===== src/sv/slcd_pkg.sv =====
// slcd_pkg: shared types, event codes and constants of the frame deframer
// no dependencies; imported by every module of the block

package slcd_pkg;

  localparam logic [7:0]  SYNC_BYTE      = 8'hAA;
  localparam logic [7:0]  REPLY_LEN      = 8'h06;
  localparam logic [15:0] MIN_FRAME_LEN  = 16'd4;
  localparam logic [15:0] MAX_LEN_RESET  = 16'd269;
  localparam logic [2:0]  REPLY_LAST_IDX = 3'd5;
  // sum of the fixed reply bytes AA 00 06 00
  localparam logic [7:0]  REPLY_FIXED_SUM = SYNC_BYTE + REPLY_LEN;

  localparam logic OP_BYTE  = 1'b0;
  localparam logic OP_REPLY = 1'b1;

  typedef enum logic [2:0] {
    EV_HUNT   = 3'd0,
    EV_ACCEPT = 3'd1,
    EV_GOOD   = 3'd2,
    EV_BADSUM = 3'd3,
    EV_BADLEN = 3'd4,
    EV_HALTED = 3'd5,
    EV_REPLY  = 3'd6
  } event_e;

  // one classified item travelling from front to back
  typedef struct packed {
    logic        is_reply;
    event_e      ev;
    logic [7:0]  value;
    logic [15:0] index;
  } slcd_cmd_t;

  // byte idx of the status reply AA 00 06 00 status sum
  function automatic logic [7:0] reply_byte(input logic [2:0] idx, input logic [7:0] status);
    logic [7:0] res;
    case (idx)
      3'd0: res = SYNC_BYTE;
      3'd1: res = 8'h00;
      3'd2: res = REPLY_LEN;
      3'd3: res = 8'h00;
      3'd4: res = status;
      default: res = REPLY_FIXED_SUM + status;
    endcase
    return res;
  endfunction

endpackage


===== src/sv/slcd_if.sv =====
// slcd_in_if / slcd_out_if: valid-ready channels of the deframer
// depends on nothing; payload widths follow the item fields

interface slcd_in_if;
  logic       valid;
  logic       ready;
  logic       opcode;
  logic [7:0] rx_byte;
  logic [7:0] reply_status;

  modport source (output valid, opcode, rx_byte, reply_status, input ready);
  modport sink   (input valid, opcode, rx_byte, reply_status, output ready);
endinterface

interface slcd_out_if;
  logic        valid;
  logic        ready;
  logic [2:0]  event_res;
  logic [7:0]  byte_value;
  logic [15:0] byte_index;
  logic        last;

  modport source (output valid, event_res, byte_value, byte_index, last, input ready);
  modport sink   (input valid, event_res, byte_value, byte_index, last, output ready);
endinterface


===== src/sv/slcd_front.sv =====
// slcd_front: takes input transfers, runs the frame parser, emits commands
// depends on slcd_pkg and slcd_in_if

module slcd_front import slcd_pkg::*; (
  input  logic            clk_i,
  input  logic            rst_ni,
  input  logic [15:0]     max_len_i,
  slcd_in_if.sink         in_i,
  input  logic            full_i,
  output logic            push_o,
  output slcd_cmd_t       cmd_o
);

  logic [15:0] byte_count_q, byte_count_d;
  logic [15:0] frame_length_q, frame_length_d;
  logic [7:0]  running_sum_q, running_sum_d;
  logic        halted_q, halted_d;

  logic        accept;
  logic [15:0] len_full;
  logic        last_byte;

  assign in_i.ready = !full_i;
  assign accept     = in_i.valid && !full_i;
  assign len_full   = {frame_length_q[15:8], in_i.rx_byte};
  assign last_byte  = (({1'b0, byte_count_q} + 17'd1) >= {1'b0, frame_length_q});

  always_comb begin
    byte_count_d   = byte_count_q;
    frame_length_d = frame_length_q;
    running_sum_d  = running_sum_q;
    halted_d       = halted_q;
    push_o         = 1'b0;
    cmd_o.is_reply = 1'b0;
    cmd_o.ev       = EV_HUNT;
    cmd_o.value    = in_i.rx_byte;
    cmd_o.index    = byte_count_q;
    if (accept) begin
      push_o = 1'b1;
      if (in_i.opcode == OP_REPLY) begin
        cmd_o.is_reply = 1'b1;
        cmd_o.ev       = EV_REPLY;
        cmd_o.value    = in_i.reply_status;
        cmd_o.index    = 16'd0;
        halted_d       = 1'b0;
        byte_count_d   = 16'd0;
        running_sum_d  = 8'd0;
      end else if (halted_q) begin
        cmd_o.ev    = EV_HALTED;
        cmd_o.index = 16'd0;
      end else if (byte_count_q == 16'd0) begin
        if (in_i.rx_byte == SYNC_BYTE) begin
          cmd_o.ev      = EV_ACCEPT;
          running_sum_d = in_i.rx_byte;
          byte_count_d  = 16'd1;
        end else begin
          cmd_o.ev = EV_HUNT;
        end
      end else if (byte_count_q == 16'd1) begin
        cmd_o.ev       = EV_ACCEPT;
        frame_length_d = {in_i.rx_byte, 8'h00};
        running_sum_d  = running_sum_q + in_i.rx_byte;
        byte_count_d   = 16'd2;
      end else if (byte_count_q == 16'd2) begin
        frame_length_d = len_full;
        if (len_full > max_len_i || len_full < MIN_FRAME_LEN) begin
          cmd_o.ev     = EV_BADLEN;
          byte_count_d = 16'd0;
        end else begin
          cmd_o.ev      = EV_ACCEPT;
          running_sum_d = running_sum_q + in_i.rx_byte;
          byte_count_d  = 16'd3;
        end
      end else if (last_byte) begin
        if (in_i.rx_byte == running_sum_q) begin
          cmd_o.ev = EV_GOOD;
          halted_d = 1'b1;
        end else begin
          cmd_o.ev = EV_BADSUM;
        end
        byte_count_d = 16'd0;
      end else begin
        cmd_o.ev      = EV_ACCEPT;
        running_sum_d = running_sum_q + in_i.rx_byte;
        byte_count_d  = byte_count_q + 16'd1;
      end
    end
  end

  always_ff @(posedge clk_i or negedge rst_ni) begin
    if (!rst_ni) begin
      byte_count_q   <= 16'd0;
      frame_length_q <= 16'd0;
      running_sum_q  <= 8'd0;
      halted_q       <= 1'b0;
    end else begin
      byte_count_q   <= byte_count_d;
      frame_length_q <= frame_length_d;
      running_sum_q  <= running_sum_d;
      halted_q       <= halted_d;
    end
  end

endmodule


===== src/sv/slcd_queue.sv =====
// slcd_queue: short command fifo between parser front and emitter back
// depends on slcd_pkg for the command type

module slcd_queue import slcd_pkg::*; #(
  parameter int unsigned DEPTH = 4
) (
  input  logic       clk_i,
  input  logic       rst_ni,
  input  logic       push_i,
  input  slcd_cmd_t  cmd_i,
  output logic       full_o,
  input  logic       pop_i,
  output logic       head_valid_o,
  output slcd_cmd_t  head_o
);

  localparam int unsigned PW = (DEPTH > 1) ? $clog2(DEPTH) : 1;
  localparam int unsigned CW = $clog2(DEPTH + 1);

  slcd_cmd_t         entries_q [DEPTH];
  logic [PW-1:0]     wr_ptr_q, rd_ptr_q;
  logic [CW-1:0]     count_q;

  assign full_o       = (count_q == CW'(DEPTH));
  assign head_valid_o = (count_q != '0);
  assign head_o       = entries_q[rd_ptr_q];

  always_ff @(posedge clk_i) begin
    if (push_i) begin
      entries_q[wr_ptr_q] <= cmd_i;
    end
  end

  always_ff @(posedge clk_i or negedge rst_ni) begin
    if (!rst_ni) begin
      wr_ptr_q <= '0;
      rd_ptr_q <= '0;
      count_q  <= '0;
    end else begin
      if (push_i) begin
        wr_ptr_q <= (wr_ptr_q == PW'(DEPTH - 1)) ? '0 : wr_ptr_q + 1'b1;
      end
      if (pop_i) begin
        rd_ptr_q <= (rd_ptr_q == PW'(DEPTH - 1)) ? '0 : rd_ptr_q + 1'b1;
      end
      case ({push_i, pop_i})
        2'b10:   count_q <= count_q + 1'b1;
        2'b01:   count_q <= count_q - 1'b1;
        default: count_q <= count_q;
      endcase
    end
  end

  a_no_push_full: assert property (@(posedge clk_i) disable iff (!rst_ni)
    push_i |-> !full_o) else $error("push into full queue");
  a_no_pop_empty: assert property (@(posedge clk_i) disable iff (!rst_ni)
    pop_i |-> head_valid_o) else $error("pop from empty queue");
  a_count_range: assert property (@(posedge clk_i) disable iff (!rst_ni)
    count_q <= CW'(DEPTH)) else $error("queue count beyond depth");

endmodule


===== src/sv/slcd_back.sv =====
// slcd_back: expands queued commands into result transfers, output register
// depends on slcd_pkg and slcd_out_if

module slcd_back import slcd_pkg::*; (
  input  logic       clk_i,
  input  logic       rst_ni,
  input  logic       head_valid_i,
  input  slcd_cmd_t  head_i,
  output logic       pop_o,
  slcd_out_if.source out_o
);

  logic        out_valid_q, out_valid_d;
  event_e      ev_q, ev_d;
  logic [7:0]  value_q, value_d;
  logic [15:0] index_q, index_d;
  logic        last_q, last_d;
  logic [2:0]  rep_cnt_q, rep_cnt_d;
  logic        load;

  // output register frees up when empty or being taken
  assign load = head_valid_i && (!out_valid_q || out_o.ready);

  always_comb begin
    out_valid_d = out_valid_q && !out_o.ready;
    ev_d        = ev_q;
    value_d     = value_q;
    index_d     = index_q;
    last_d      = last_q;
    rep_cnt_d   = rep_cnt_q;
    pop_o       = 1'b0;
    if (load) begin
      out_valid_d = 1'b1;
      if (head_i.is_reply) begin
        ev_d    = EV_REPLY;
        value_d = reply_byte(rep_cnt_q, head_i.value);
        index_d = 16'(rep_cnt_q);
        last_d  = (rep_cnt_q == REPLY_LAST_IDX);
        if (rep_cnt_q == REPLY_LAST_IDX) begin
          rep_cnt_d = 3'd0;
          pop_o     = 1'b1;
        end else begin
          rep_cnt_d = rep_cnt_q + 3'd1;
        end
      end else begin
        ev_d    = head_i.ev;
        value_d = head_i.value;
        index_d = head_i.index;
        last_d  = 1'b1;
        pop_o   = 1'b1;
      end
    end
  end

  always_ff @(posedge clk_i or negedge rst_ni) begin
    if (!rst_ni) begin
      out_valid_q <= 1'b0;
      rep_cnt_q   <= 3'd0;
    end else begin
      out_valid_q <= out_valid_d;
      rep_cnt_q   <= rep_cnt_d;
    end
  end

  always_ff @(posedge clk_i) begin
    ev_q    <= ev_d;
    value_q <= value_d;
    index_q <= index_d;
    last_q  <= last_d;
  end

  assign out_o.valid      = out_valid_q;
  assign out_o.event_res  = ev_q;
  assign out_o.byte_value = value_q;
  assign out_o.byte_index = index_q;
  assign out_o.last       = last_q;

  a_reply_in_flight: assert property (@(posedge clk_i) disable iff (!rst_ni)
    rep_cnt_q != 3'd0 |-> head_valid_i && head_i.is_reply)
    else $error("reply count set without reply at queue head");
  a_reply_cnt_range: assert property (@(posedge clk_i) disable iff (!rst_ni)
    rep_cnt_q <= REPLY_LAST_IDX) else $error("reply count out of range");
  a_pop_loads: assert property (@(posedge clk_i) disable iff (!rst_ni)
    pop_o |=> out_valid_q && last_q) else $error("pop without final result loaded");

endmodule


===== src/sv/sync_length_checksum_deframer_core.sv =====
// sync_length_checksum_deframer_core: top level of the frame deframer
// depends on slcd_pkg, slcd_if, slcd_front, slcd_queue, slcd_back
//
// channel   dir  handshake        payload
// in_i      in   valid/ready      opcode, rx_byte, reply_status
// out_o     out  valid/ready      event_res, byte_value, byte_index, last
// cfg       in   cfg_we_i only    cfg_wdata_i -> max_frame_length
//
// the parser takes one input transfer per cycle while the queue is not full; its
// command is written into the queue and then loaded from the queue head into the
// emitter output register; a reply command gives six result transfers, one per
// cycle while the output is ready, set by the single output register of the emitter
// the command queue lets the parser keep taking bytes while the output stalls,
// until its entries are used up; input ready drops only when the queue is full
// async active-low reset clears parser state, queue and output valid;
// max_frame_length resets to 269

module sync_length_checksum_deframer_core import slcd_pkg::*; #(
  parameter int unsigned QUEUE_DEPTH = 4
) (
  input  logic        clk_i,
  input  logic        rst_ni,
  input  logic        cfg_we_i,
  input  logic [15:0] cfg_wdata_i,
  slcd_in_if.sink     in_i,
  slcd_out_if.source  out_o
);

  // configuration register
  logic [15:0] max_len_q;

  // front to back command path
  logic      push;
  logic      full;
  logic      pop;
  logic      head_valid;
  slcd_cmd_t cmd;
  slcd_cmd_t head;

  always_ff @(posedge clk_i or negedge rst_ni) begin
    if (!rst_ni) begin
      max_len_q <= MAX_LEN_RESET;
    end else if (cfg_we_i) begin
      max_len_q <= cfg_wdata_i;
    end
  end

  // parser: classifies every byte and tracks the frame
  slcd_front u_front (
    .clk_i     (clk_i),
    .rst_ni    (rst_ni),
    .max_len_i (max_len_q),
    .in_i      (in_i),
    .full_i    (full),
    .push_o    (push),
    .cmd_o     (cmd)
  );

  // decouples parser from output backpressure
  slcd_queue #(
    .DEPTH (QUEUE_DEPTH)
  ) u_queue (
    .clk_i        (clk_i),
    .rst_ni       (rst_ni),
    .push_i       (push),
    .cmd_i        (cmd),
    .full_o       (full),
    .pop_i        (pop),
    .head_valid_o (head_valid),
    .head_o       (head)
  );

  // emitter: one result per command, six for a reply
  slcd_back u_back (
    .clk_i        (clk_i),
    .rst_ni       (rst_ni),
    .head_valid_i (head_valid),
    .head_i       (head),
    .pop_o        (pop),
    .out_o        (out_o)
  );

endmodule


===== src/flat_wrapper.sv =====
// flat-port wrapper written by rule: the top's interface ports become plain ports
module sync_length_checksum_deframer_core_flat import slcd_pkg::*;
#(
  parameter int unsigned QUEUE_DEPTH = 4
)
  (clk_i, rst_ni, cfg_we_i, cfg_wdata_i, in_i_valid, in_i_opcode, in_i_rx_byte, in_i_reply_status, in_i_ready, out_o_valid, out_o_event_res, out_o_byte_value, out_o_byte_index, out_o_last, out_o_ready);
  slcd_in_if in_i_i ();
  slcd_out_if out_o_i ();
  input  logic clk_i;
  input  logic rst_ni;
  input  logic cfg_we_i;
  input  logic [15:0] cfg_wdata_i;
  input wire logic [$bits(in_i_i.valid)-1:0] in_i_valid;
  input wire logic [$bits(in_i_i.opcode)-1:0] in_i_opcode;
  input wire logic [$bits(in_i_i.rx_byte)-1:0] in_i_rx_byte;
  input wire logic [$bits(in_i_i.reply_status)-1:0] in_i_reply_status;
  output wire logic [$bits(in_i_i.ready)-1:0] in_i_ready;
  output wire logic [$bits(out_o_i.valid)-1:0] out_o_valid;
  output wire logic [$bits(out_o_i.event_res)-1:0] out_o_event_res;
  output wire logic [$bits(out_o_i.byte_value)-1:0] out_o_byte_value;
  output wire logic [$bits(out_o_i.byte_index)-1:0] out_o_byte_index;
  output wire logic [$bits(out_o_i.last)-1:0] out_o_last;
  input wire logic [$bits(out_o_i.ready)-1:0] out_o_ready;
  assign in_i_i.valid = in_i_valid;
  assign in_i_i.opcode = in_i_opcode;
  assign in_i_i.rx_byte = in_i_rx_byte;
  assign in_i_i.reply_status = in_i_reply_status;
  assign in_i_ready = in_i_i.ready;
  assign out_o_valid = out_o_i.valid;
  assign out_o_event_res = out_o_i.event_res;
  assign out_o_byte_value = out_o_i.byte_value;
  assign out_o_byte_index = out_o_i.byte_index;
  assign out_o_last = out_o_i.last;
  assign out_o_i.ready = out_o_ready;
  sync_length_checksum_deframer_core #(.QUEUE_DEPTH(QUEUE_DEPTH)) u_core (.clk_i(clk_i), .rst_ni(rst_ni), .cfg_we_i(cfg_we_i), .cfg_wdata_i(cfg_wdata_i), .in_i(in_i_i), .out_o(out_o_i));
endmodule

===== config.mk =====
export PLATFORM = sky130hd
export DESIGN_NAME = sync_length_checksum_deframer_core_flat
export DESIGN_NICKNAME = d
export VERILOG_FILES = /design/src/sv/slcd_pkg.sv /design/src/sv/slcd_if.sv /design/src/sv/slcd_front.sv /design/src/sv/slcd_queue.sv /design/src/sv/slcd_back.sv /design/src/sv/sync_length_checksum_deframer_core.sv /design/src/flat_wrapper.sv
export SDC_FILE = /design/constraint.sdc
export NUM_CORES = 1
export LEC_CHECK = 0
export BUFFER_PORTS_ARGS = -buffer_cell sky130_fd_sc_hd__buf_4
export CAP_MARGIN = 20
export CELL_PAD_IN_SITES_DETAIL_PLACEMENT = 2
export CELL_PAD_IN_SITES_GLOBAL_PLACEMENT = 2
export CORE_MARGIN = 5
export CORE_UTILIZATION = 30
export DETAILED_ROUTE_END_ITERATION = 10
export PLACE_DENSITY_LB_ADDON = 0.1
export SLEW_MARGIN = 15
export SYNTH_ARGS = -nofsm -noshare
export SYNTH_HDL_FRONTEND = slang
export SYNTH_SLANG_ARGS = --single-unit

===== constraint.sdc =====
create_clock -name clk_i -period 4.3 [get_ports clk_i]
set_input_delay 1.29 -clock clk_i [delete_from_list [all_inputs] [get_ports clk_i]]
set_output_delay 1.29 -clock clk_i [all_outputs]
set_load 0.05 [all_outputs]

### Word-level counts from Yosys, hierarchy flattened

Memories as Yosys holds them, arrays and structs flattened.
Cells that the tools add are included.

| word-level totals | value |
|---|---|
| bits of input ports | 38 |
| logic and storage cells | 122 |
| bits in registers | 96 |
| RAM bits | 112 |
| memories kept | 1 |
| output and inout bits | 30 |

| operators by class | value |
|---|---|
| equal/unequal tests | 18 |
| reductions and logical operators | 19 |
| bitwise operators | 3 |
| muxes and demuxes | 53 |
| $lt $le $gt $ge | 3 |
| $add $sub $neg | 9 |

Memories:

| name | words | bits a word | read ports | clocked after Yosys merged registers in | wr ports | RTL line | RTL |
|---|---|---|---|---|---|---|---|
| u_core.u_queue.entries_q | 4 | 28 | 1 | 0 | 1 | slcd_queue.sv:20 | `slcd_cmd_t entries_q [DEPTH];` |

Operators by type and width:

| operator | count |
|---|---|
| 16-bit two-way mux | 10 |
| 8-bit two-way mux | 11 |
| 8-bit one-hot mux with 4 select lines | 1 |
| 28-bit two-way mux | 1 |
| 3-bit two-way mux | 9 |
| 16-bit by 1-bit adder with 17-bit output, second input constant | 1 |
| 17-bit by 16-bit greater-or-equal comparator with 1-bit output | 1 |
| 1-bit two-way mux | 17 |
| 16-bit by 1-bit adder with 16-bit output, second input constant | 1 |
| 16-bit by 1-bit == test with 1-bit output, second input constant | 1 |
| 16-bit by 2-bit == test with 1-bit output, second input constant | 1 |
| 16-bit > comparator | 1 |
| 16-bit logical NOT | 1 |
| 16-bit by 3-bit less-than comparator with 1-bit output, second input constant | 1 |
| 5-bit AND reduction | 3 |
| 3-bit == test, second input constant | 3 |
| 8-bit adder | 1 |
| 8-bit adder, first input constant | 1 |
| 8-bit == test | 1 |
| 8-bit == test, second input constant | 1 |
| 3-bit by 1-bit adder with 3-bit output, second input constant | 2 |
| 2-bit == test, second input constant | 3 |
| 3-bit by 2-bit == test with 1-bit output, second input constant | 2 |
| 2-bit two-way mux | 3 |
| 19 further kinds | 28 |

### Longest topological paths before layout

| logic depth | value |
|---|---|
| word-level depth | 9 |
| mapped depth | 16 |
| depth with buffers taken out | 14 |

### Cells and area by module

From an unflattened synthesis, not the netlist that was laid out.

| unflattened totals | value |
|---|---|
| cell total of the unflattened synthesis | 766 |
| area, all modules | 10327.4 um2 |

Modules (own cells, without submodules):

| module | area each (um2) | cells each | instances | sequential area each (um2) |
|---|---|---|---|---|
| slcd_queue | 4453.0 | 181 | 1 | 3538.4 |
| slcd_front | 3796.1 | 451 | 1 | 1026.0 |
| slcd_back | 1423.9 | 100 | 1 | 940.9 |
| sync_length_checksum_deframer_core | 654.4 | 34 | 1 | 405.4 |

### Worst setup path before layout

No wires, ideal clock.

| timing | value |
|---|---|
| path kind | in2reg |
| from | in out_o_ready |
| to | reg u_core.u_queue.count_q[2] |
| path buffers | 0 |
| path slack | 0.081 ns |
| required time | 4.221 ns |
| arrival time | 4.140 ns |
| library setup time | 0.079 ns |
| stages on the path | 9 |
| path through | inv_1 -> a21oi_1 -> and2_1 -> ha_1 -> inv_1 -> fa_1 -> xor2_1 -> nor2_1 -> xor2_1 |

| between the ends | value |
|---|---|
| word-level cells in the longest chain between the ends | 5 |
| elaborated cells on any way between the ends | 7 |
| those cells by class | 2 x eq/ne; 2 x mux; 3 x reduce/logical |

Ends and longest elaborated chain:

| what | RTL line | RTL |
|---|---|---|
| from (decl) | flat_wrapper.sv:23 | `input wire logic [$bits(out_o_i.ready)-1:0] out_o_ready;` |
| 1-bit logical OR (*) | slcd_back.sv:22 | `assign load = head_valid_i && (!out_valid_q \|\| out_o.ready);` |
| 1-bit logical AND (*) | slcd_back.sv:22 |  |
| net u_core.u_back.load | slcd_back.sv:19 | `logic load;` |
| 1-bit two-way mux (*) | slcd_back.sv:32 | `if (load) begin` |
| net u_core.pop | sync_length_checksum_deframer_core.sv:35 | `logic pop;` |
| 2-bit by 1-bit == test with 1-bit output / 2-bit == test (equally long branches) | slcd_queue.sv:46 | `case ({push_i, pop_i})` |
| 3-bit one-hot mux with 2 select lines / 2-bit nonzero test (equally long branches) | n/a |  |
| to (signal assigned) | slcd_queue.sv:47 | `2'b10: count_q <= count_q + 1'b1;` |
| to (signal assigned) | slcd_queue.sv:48 | `2'b01: count_q <= count_q - 1'b1;` |
| to (signal assigned) | slcd_queue.sv:49 | `default: count_q <= count_q;` |
| to (decl) | slcd_queue.sv:22 | `logic [CW-1:0] count_q;` |

Mark *: on every way through the listed nets, which the timed path passes. The rest lies on a longest branch.
A chain may end at the register's enable or synchronous reset.

### Final worst setup path

| timing | value |
|---|---|
| from | reg u_core.u_front.byte_count_q[0] |
| to | reg u_core.u_front.running_sum_q[1] |

| between the ends | value |
|---|---|
| word-level cells in the longest chain between the ends | 6 |
| elaborated cells on any way between the ends | 14 |
| those cells by class | 1 x add/sub; 1 x order compare; 5 x eq/ne; 5 x mux; 2 x reduce/logical |

Ends and longest elaborated chain:

| what | RTL line | RTL |
|---|---|---|
| from (decl) | slcd_front.sv:14 | `logic [15:0] byte_count_q, byte_count_d;` |
| from (signal assigned) | slcd_front.sv:97 | `byte_count_q <= byte_count_d;` |
| parallel branches: the longest is 6 deep, another holds 16-bit by 1-bit adder with 17-bit output | n/a |  |
| to (signal assigned) | slcd_front.sv:99 | `running_sum_q <= running_sum_d;` |
| to (decl) | slcd_front.sv:16 | `logic [7:0] running_sum_q, running_sum_d;` |

Several ways; the timed one is not identified. The select of a mux whose other input is x is not followed.

==> flow_metrics.env <==
export IMPL_fillers=3427
export IMPL_cts_sinks=208
export IMPL_syn_instance_count=773
export IMPL_synthAdderAreaFrac_pct=6.69
export IMPL_path_cells="ha_1, nand3_1, nor2_2, nand3_1, xnor2_1, ha_1, a21oi_1, nor2_1, a211oi_1, o211ai_2, o21bai_4, nand2_4, a21oi_4, mux2_4"
export IMPL_wl_per_cell_um=19.7
export IMPL_postCtsSetupBuffers=0
export IMPL_grt_max_degree=55
export IMPL_clk_latency_ns=0.52
export IMPL_synth_simple_area_share_pct=11.5
export IMPL_cts_htree_levels=1
export IMPL_drive_gt1_share_pct=23.4
export IMPL_whs_ns=0.488
export IMPL_crit_path_end_kind="flop"
export IMPL_design_power_total_mw=8.35
export IMPL_drt_pass1_iter_count=4
export IMPL_num_antenna_cells=0
export IMPL_grt_first_pass_wirelength_um=41800
export IMPL_finalHoldViolCount=0
export IMPL_final_cell_area_um2=12000
export IMPL_post_cts_resized=0
export IMPL_synthToLayoutAreaGrowth_pct=17.9
export IMPL_drc_errors=0
export IMPL_die_y_um=194
export IMPL_p_per_area_nw_per_um2=699
export IMPL_clk_path_buf_depth=3
export IMPL_max_stage_delay_ns=0.46
export IMPL_clkSlewWorstSetupHoldPaths_ns=0.06
export IMPL_drtIter0Drc=273
export IMPL_synth_xor_area_share_pct=2.16
export IMPL_cts_tree="built"
export IMPL_peakVddDrop_v=0.000295
export IMPL_die_w_um=194
export IMPL_tightest_slew_ns=0.906
export IMPL_cp_data_arrival_time_ns=4.16
export IMPL_ys_ff_latch=208
export IMPL_synthTopCellsByArea="edfxtp_1, dfrtp_1, ha_1"
export IMPL_fin_crit_sh_pct=87.4
export IMPL_placementRows=67
export IMPL_grt_overflow=0
export IMPL_cp_buffers_inverters=0
export IMPL_vias_per_cell=4.84
export IMPL_place_area_um2=11100
export IMPL_ys_flop_type="edfxtp_1"
export IMPL_gr_usage_all_layers_pct=13.7
export IMPL_muxShareOfSynthArea_pct=9.79
export IMPL_slowest_stage="dfrtp_1"
export IMPL_critPathLaunchType="flop"
export IMPL_synth_top_area_share_pct=41.5
export IMPL_port_buffers=67
export IMPL_synth_edf_count=140
export IMPL_p_leak_nw=4.76
export IMPL_ys_types=70
export IMPL_critical_path_required_ns=4.71
export IMPL_fin_nets=936
export IMPL_synth_fp_nets=864
export IMPL_hold_path_class="reg2reg"
export IMPL_wl_um=25800
export IMPL_syn_avg_cell_area_um2=13.1
export IMPL_ys_seq_area_share_pct=58.3
export IMPL_io_pins=68
export IMPL_status="completed"
export IMPL_yosys_warnings=0
export IMPL_floorplan_initialDensity_pct=30.3
export IMPL_min_period_ns=3.76
export IMPL_hold_buffers=0
export IMPL_setup_viol=0
export IMPL_core_area_um2=33400
export IMPL_clock_root_buffer="clkbuf_16"
export IMPL_crit_type="reg2reg"
export IMPL_die_area_um2=37500
export IMPL_dp_hpwl_um=18400
export IMPL_grt_pass1_vias=7260
export IMPL_yosysTopAreaCell="edfxtp_1"
export IMPL_fin_util_pct=35.7
export IMPL_synth_top_family_by_area="simple AND/OR/NAND/NOR gates"
export IMPL_cap_violations=0
export IMPL_antenna_found_initial=0
export IMPL_ys_async_sr_fraction_pct=32.7
export IMPL_place_gp_congestion=0.752
export IMPL_cp_max_fo=7
export IMPL_fmax_ghz=0.266
export IMPL_synth_compound_area_share_pct=8.09
export IMPL_grt_setup_unrepaired="no"
export IMPL_fin_skew_ns=0.00861
export IMPL_path_delay_family="compound AO/OA/AOI/OAI gates"
export IMPL_synth_area_um2=10100
export IMPL_vias=6349
export IMPL_max_slew_margin_pct=39.2
export IMPL_detail_route_antenna_nets=0
export IMPL_slew_viol_final=0
export IMPL_cts_buffers=26
export IMPL_fin_setup_tns_ns=0
[layer usage]
layer	global-route usage (%)	vias to the layer above	part of all wire (%)
li1	-	2989	-
met1	17.5	3246	45
met2	24.6	83	50
met3	2.33	31	3.5
met4	2.86	0	1.5
met5	0	-	0
[kinds of logic after synthesis]
family,Yosys count
AND/OR/NAND/NOR,222
flip-flops,208
AO/OA/AOI/OAI,124
buffers and inverters,83
multiplexers,58
adder cells (fa/ha/maj),53
XOR/XNOR,25
[tightest hold or removal path, stage by stage, from the launching register on]
cell	delay [ns]
dfrtp_1	0.34
nand2_1	0.05
o21ai_0	0.06
[cell type report]
cell class	count	area (um^2)	share of cell area (%)
flip-flops and latches	208	5910	49.5
inverters	51	191	1.60
clock inverters	17	135	1.13
multi-input cells	482	3890	32.6
well taps	448	561	4.69
clock buffers	31	691	5.78
repair buffers	76	571	4.77
[Yosys cell counts (11+ instances only)]
| master | instances |
|---|---|
| a21oi_1 | 27 |
| dfrtp_1 | 64 |
| a32o_1 | 11 |
| mux4_2 | 28 |
| xnor2_1 | 14 |
| mux2_2 | 21 |
| edfxtp_1 | 140 |
| nand2_1 | 67 |
| nor2_1 | 41 |
| ha_1 | 51 |
| buf_2 | 14 |
| clkbuf_1 | 15 |
| nor2b_1 | 21 |
| nand3_1 | 16 |
| xor2_1 | 11 |
| o21ai_0 | 53 |
| inv_1 | 51 |
| and2_1 | 23 |
[final timing paths]
| kind | end | slack, ns | from | cells after the start |
|---|---|---|---|---|
| min reg2reg | u_core.u_front.frame_length_q[2]$_DFFE_PN0P_ | 0.49 | u_core.u_front.frame_length_q[2]$_DFFE_PN0P_ | 2 |
| max reg2reg | u_core.u_front.running_sum_q[1]$_DFFE_PN0P_ | 0.54 | u_core.u_front.byte_count_q[0]$_DFFE_PN0P_ | 14 |
| max | u_core.u_front.running_sum_q[1]$_DFFE_PN0P_ | 0.54 | u_core.u_front.byte_count_q[0]$_DFFE_PN0P_ | 14 |
| min | u_core.u_front.frame_length_q[2]$_DFFE_PN0P_ | 0.49 | u_core.u_front.frame_length_q[2]$_DFFE_PN0P_ | 2 |
| max in group asynchronous | u_core.u_front.byte_count_q[11]$_DFFE_PN0P_ | 2.69 | rst_ni | 2 |
| min in group asynchronous | u_core.max_len_q[14]$_DFFE_PN0P_ | 0.86 | rst_ni | 1 |
[registers in the layout (all words and copies together), names as in the netlist, 2 cells and up]
| name | flops |
|---|---|
| u_core.u_back.rep_cnt_q | 3 |
| u_core.u_back.out_o.byte_index | 16 |
| u_core.u_queue.rd_ptr_q | 2 |
| u_core.u_front.byte_count_q | 16 |
| u_core.max_len_q | 16 |
| u_core.u_back.out_o.byte_value | 8 |
| u_core.u_queue.wr_ptr_q | 2 |
| u_core.u_back.out_o.event_res | 3 |
| u_core.u_queue.count_q | 3 |
| u_core.u_front.running_sum_q | 8 |
| u_core.u_front.frame_length_q | 16 |
| u_core.u_queue.entries_q | 112 |
[where the power goes]
group | internal, mW | total, mW | switching (mW)
combinational | 1.22 | 3.21 | 1.99
sequential | 2.79 | 3.05 | 0.266
clock | 1.26 | 2.08 | 0.825
total | 5.27 | 8.35 | 3.09
[through the flow]
stage | instances | setup WS [ns]
6_report | 1313 | 0.542
5_1_grt | 1313 | 0.220
4_1_cts | 1313 | 0.505
3_5_place_dp | 1265 | 0.512
3_3_place_gp | 1265 | 0.665
2_1_floorplan | 773 | 0.0812
[placed cells by master, fill, tap and decap left out, drive strengths merged, types with 3 or more instances in the layout]
cell type and n:
inv 51, edfxtp 140, nand3 17, nand2 69
buf 76, clkinv 12, a32o 11, xor2 11
dfrtp 64, nand4 8, and3 9, o31ai 3
or3 3, mux4 28, clkbuf 31, o21ai 53
a211oi 4, o211ai 3, nor2b 21, nor2 43
ha 51, clkinvlp 3, dfstp 4, o21bai 3
nor3 10, and2 23, xnor2 14, mux2 28
nor4 7, o22ai 3, a21oi 28
No activity file was read; power rests on OpenSTA's default activity.
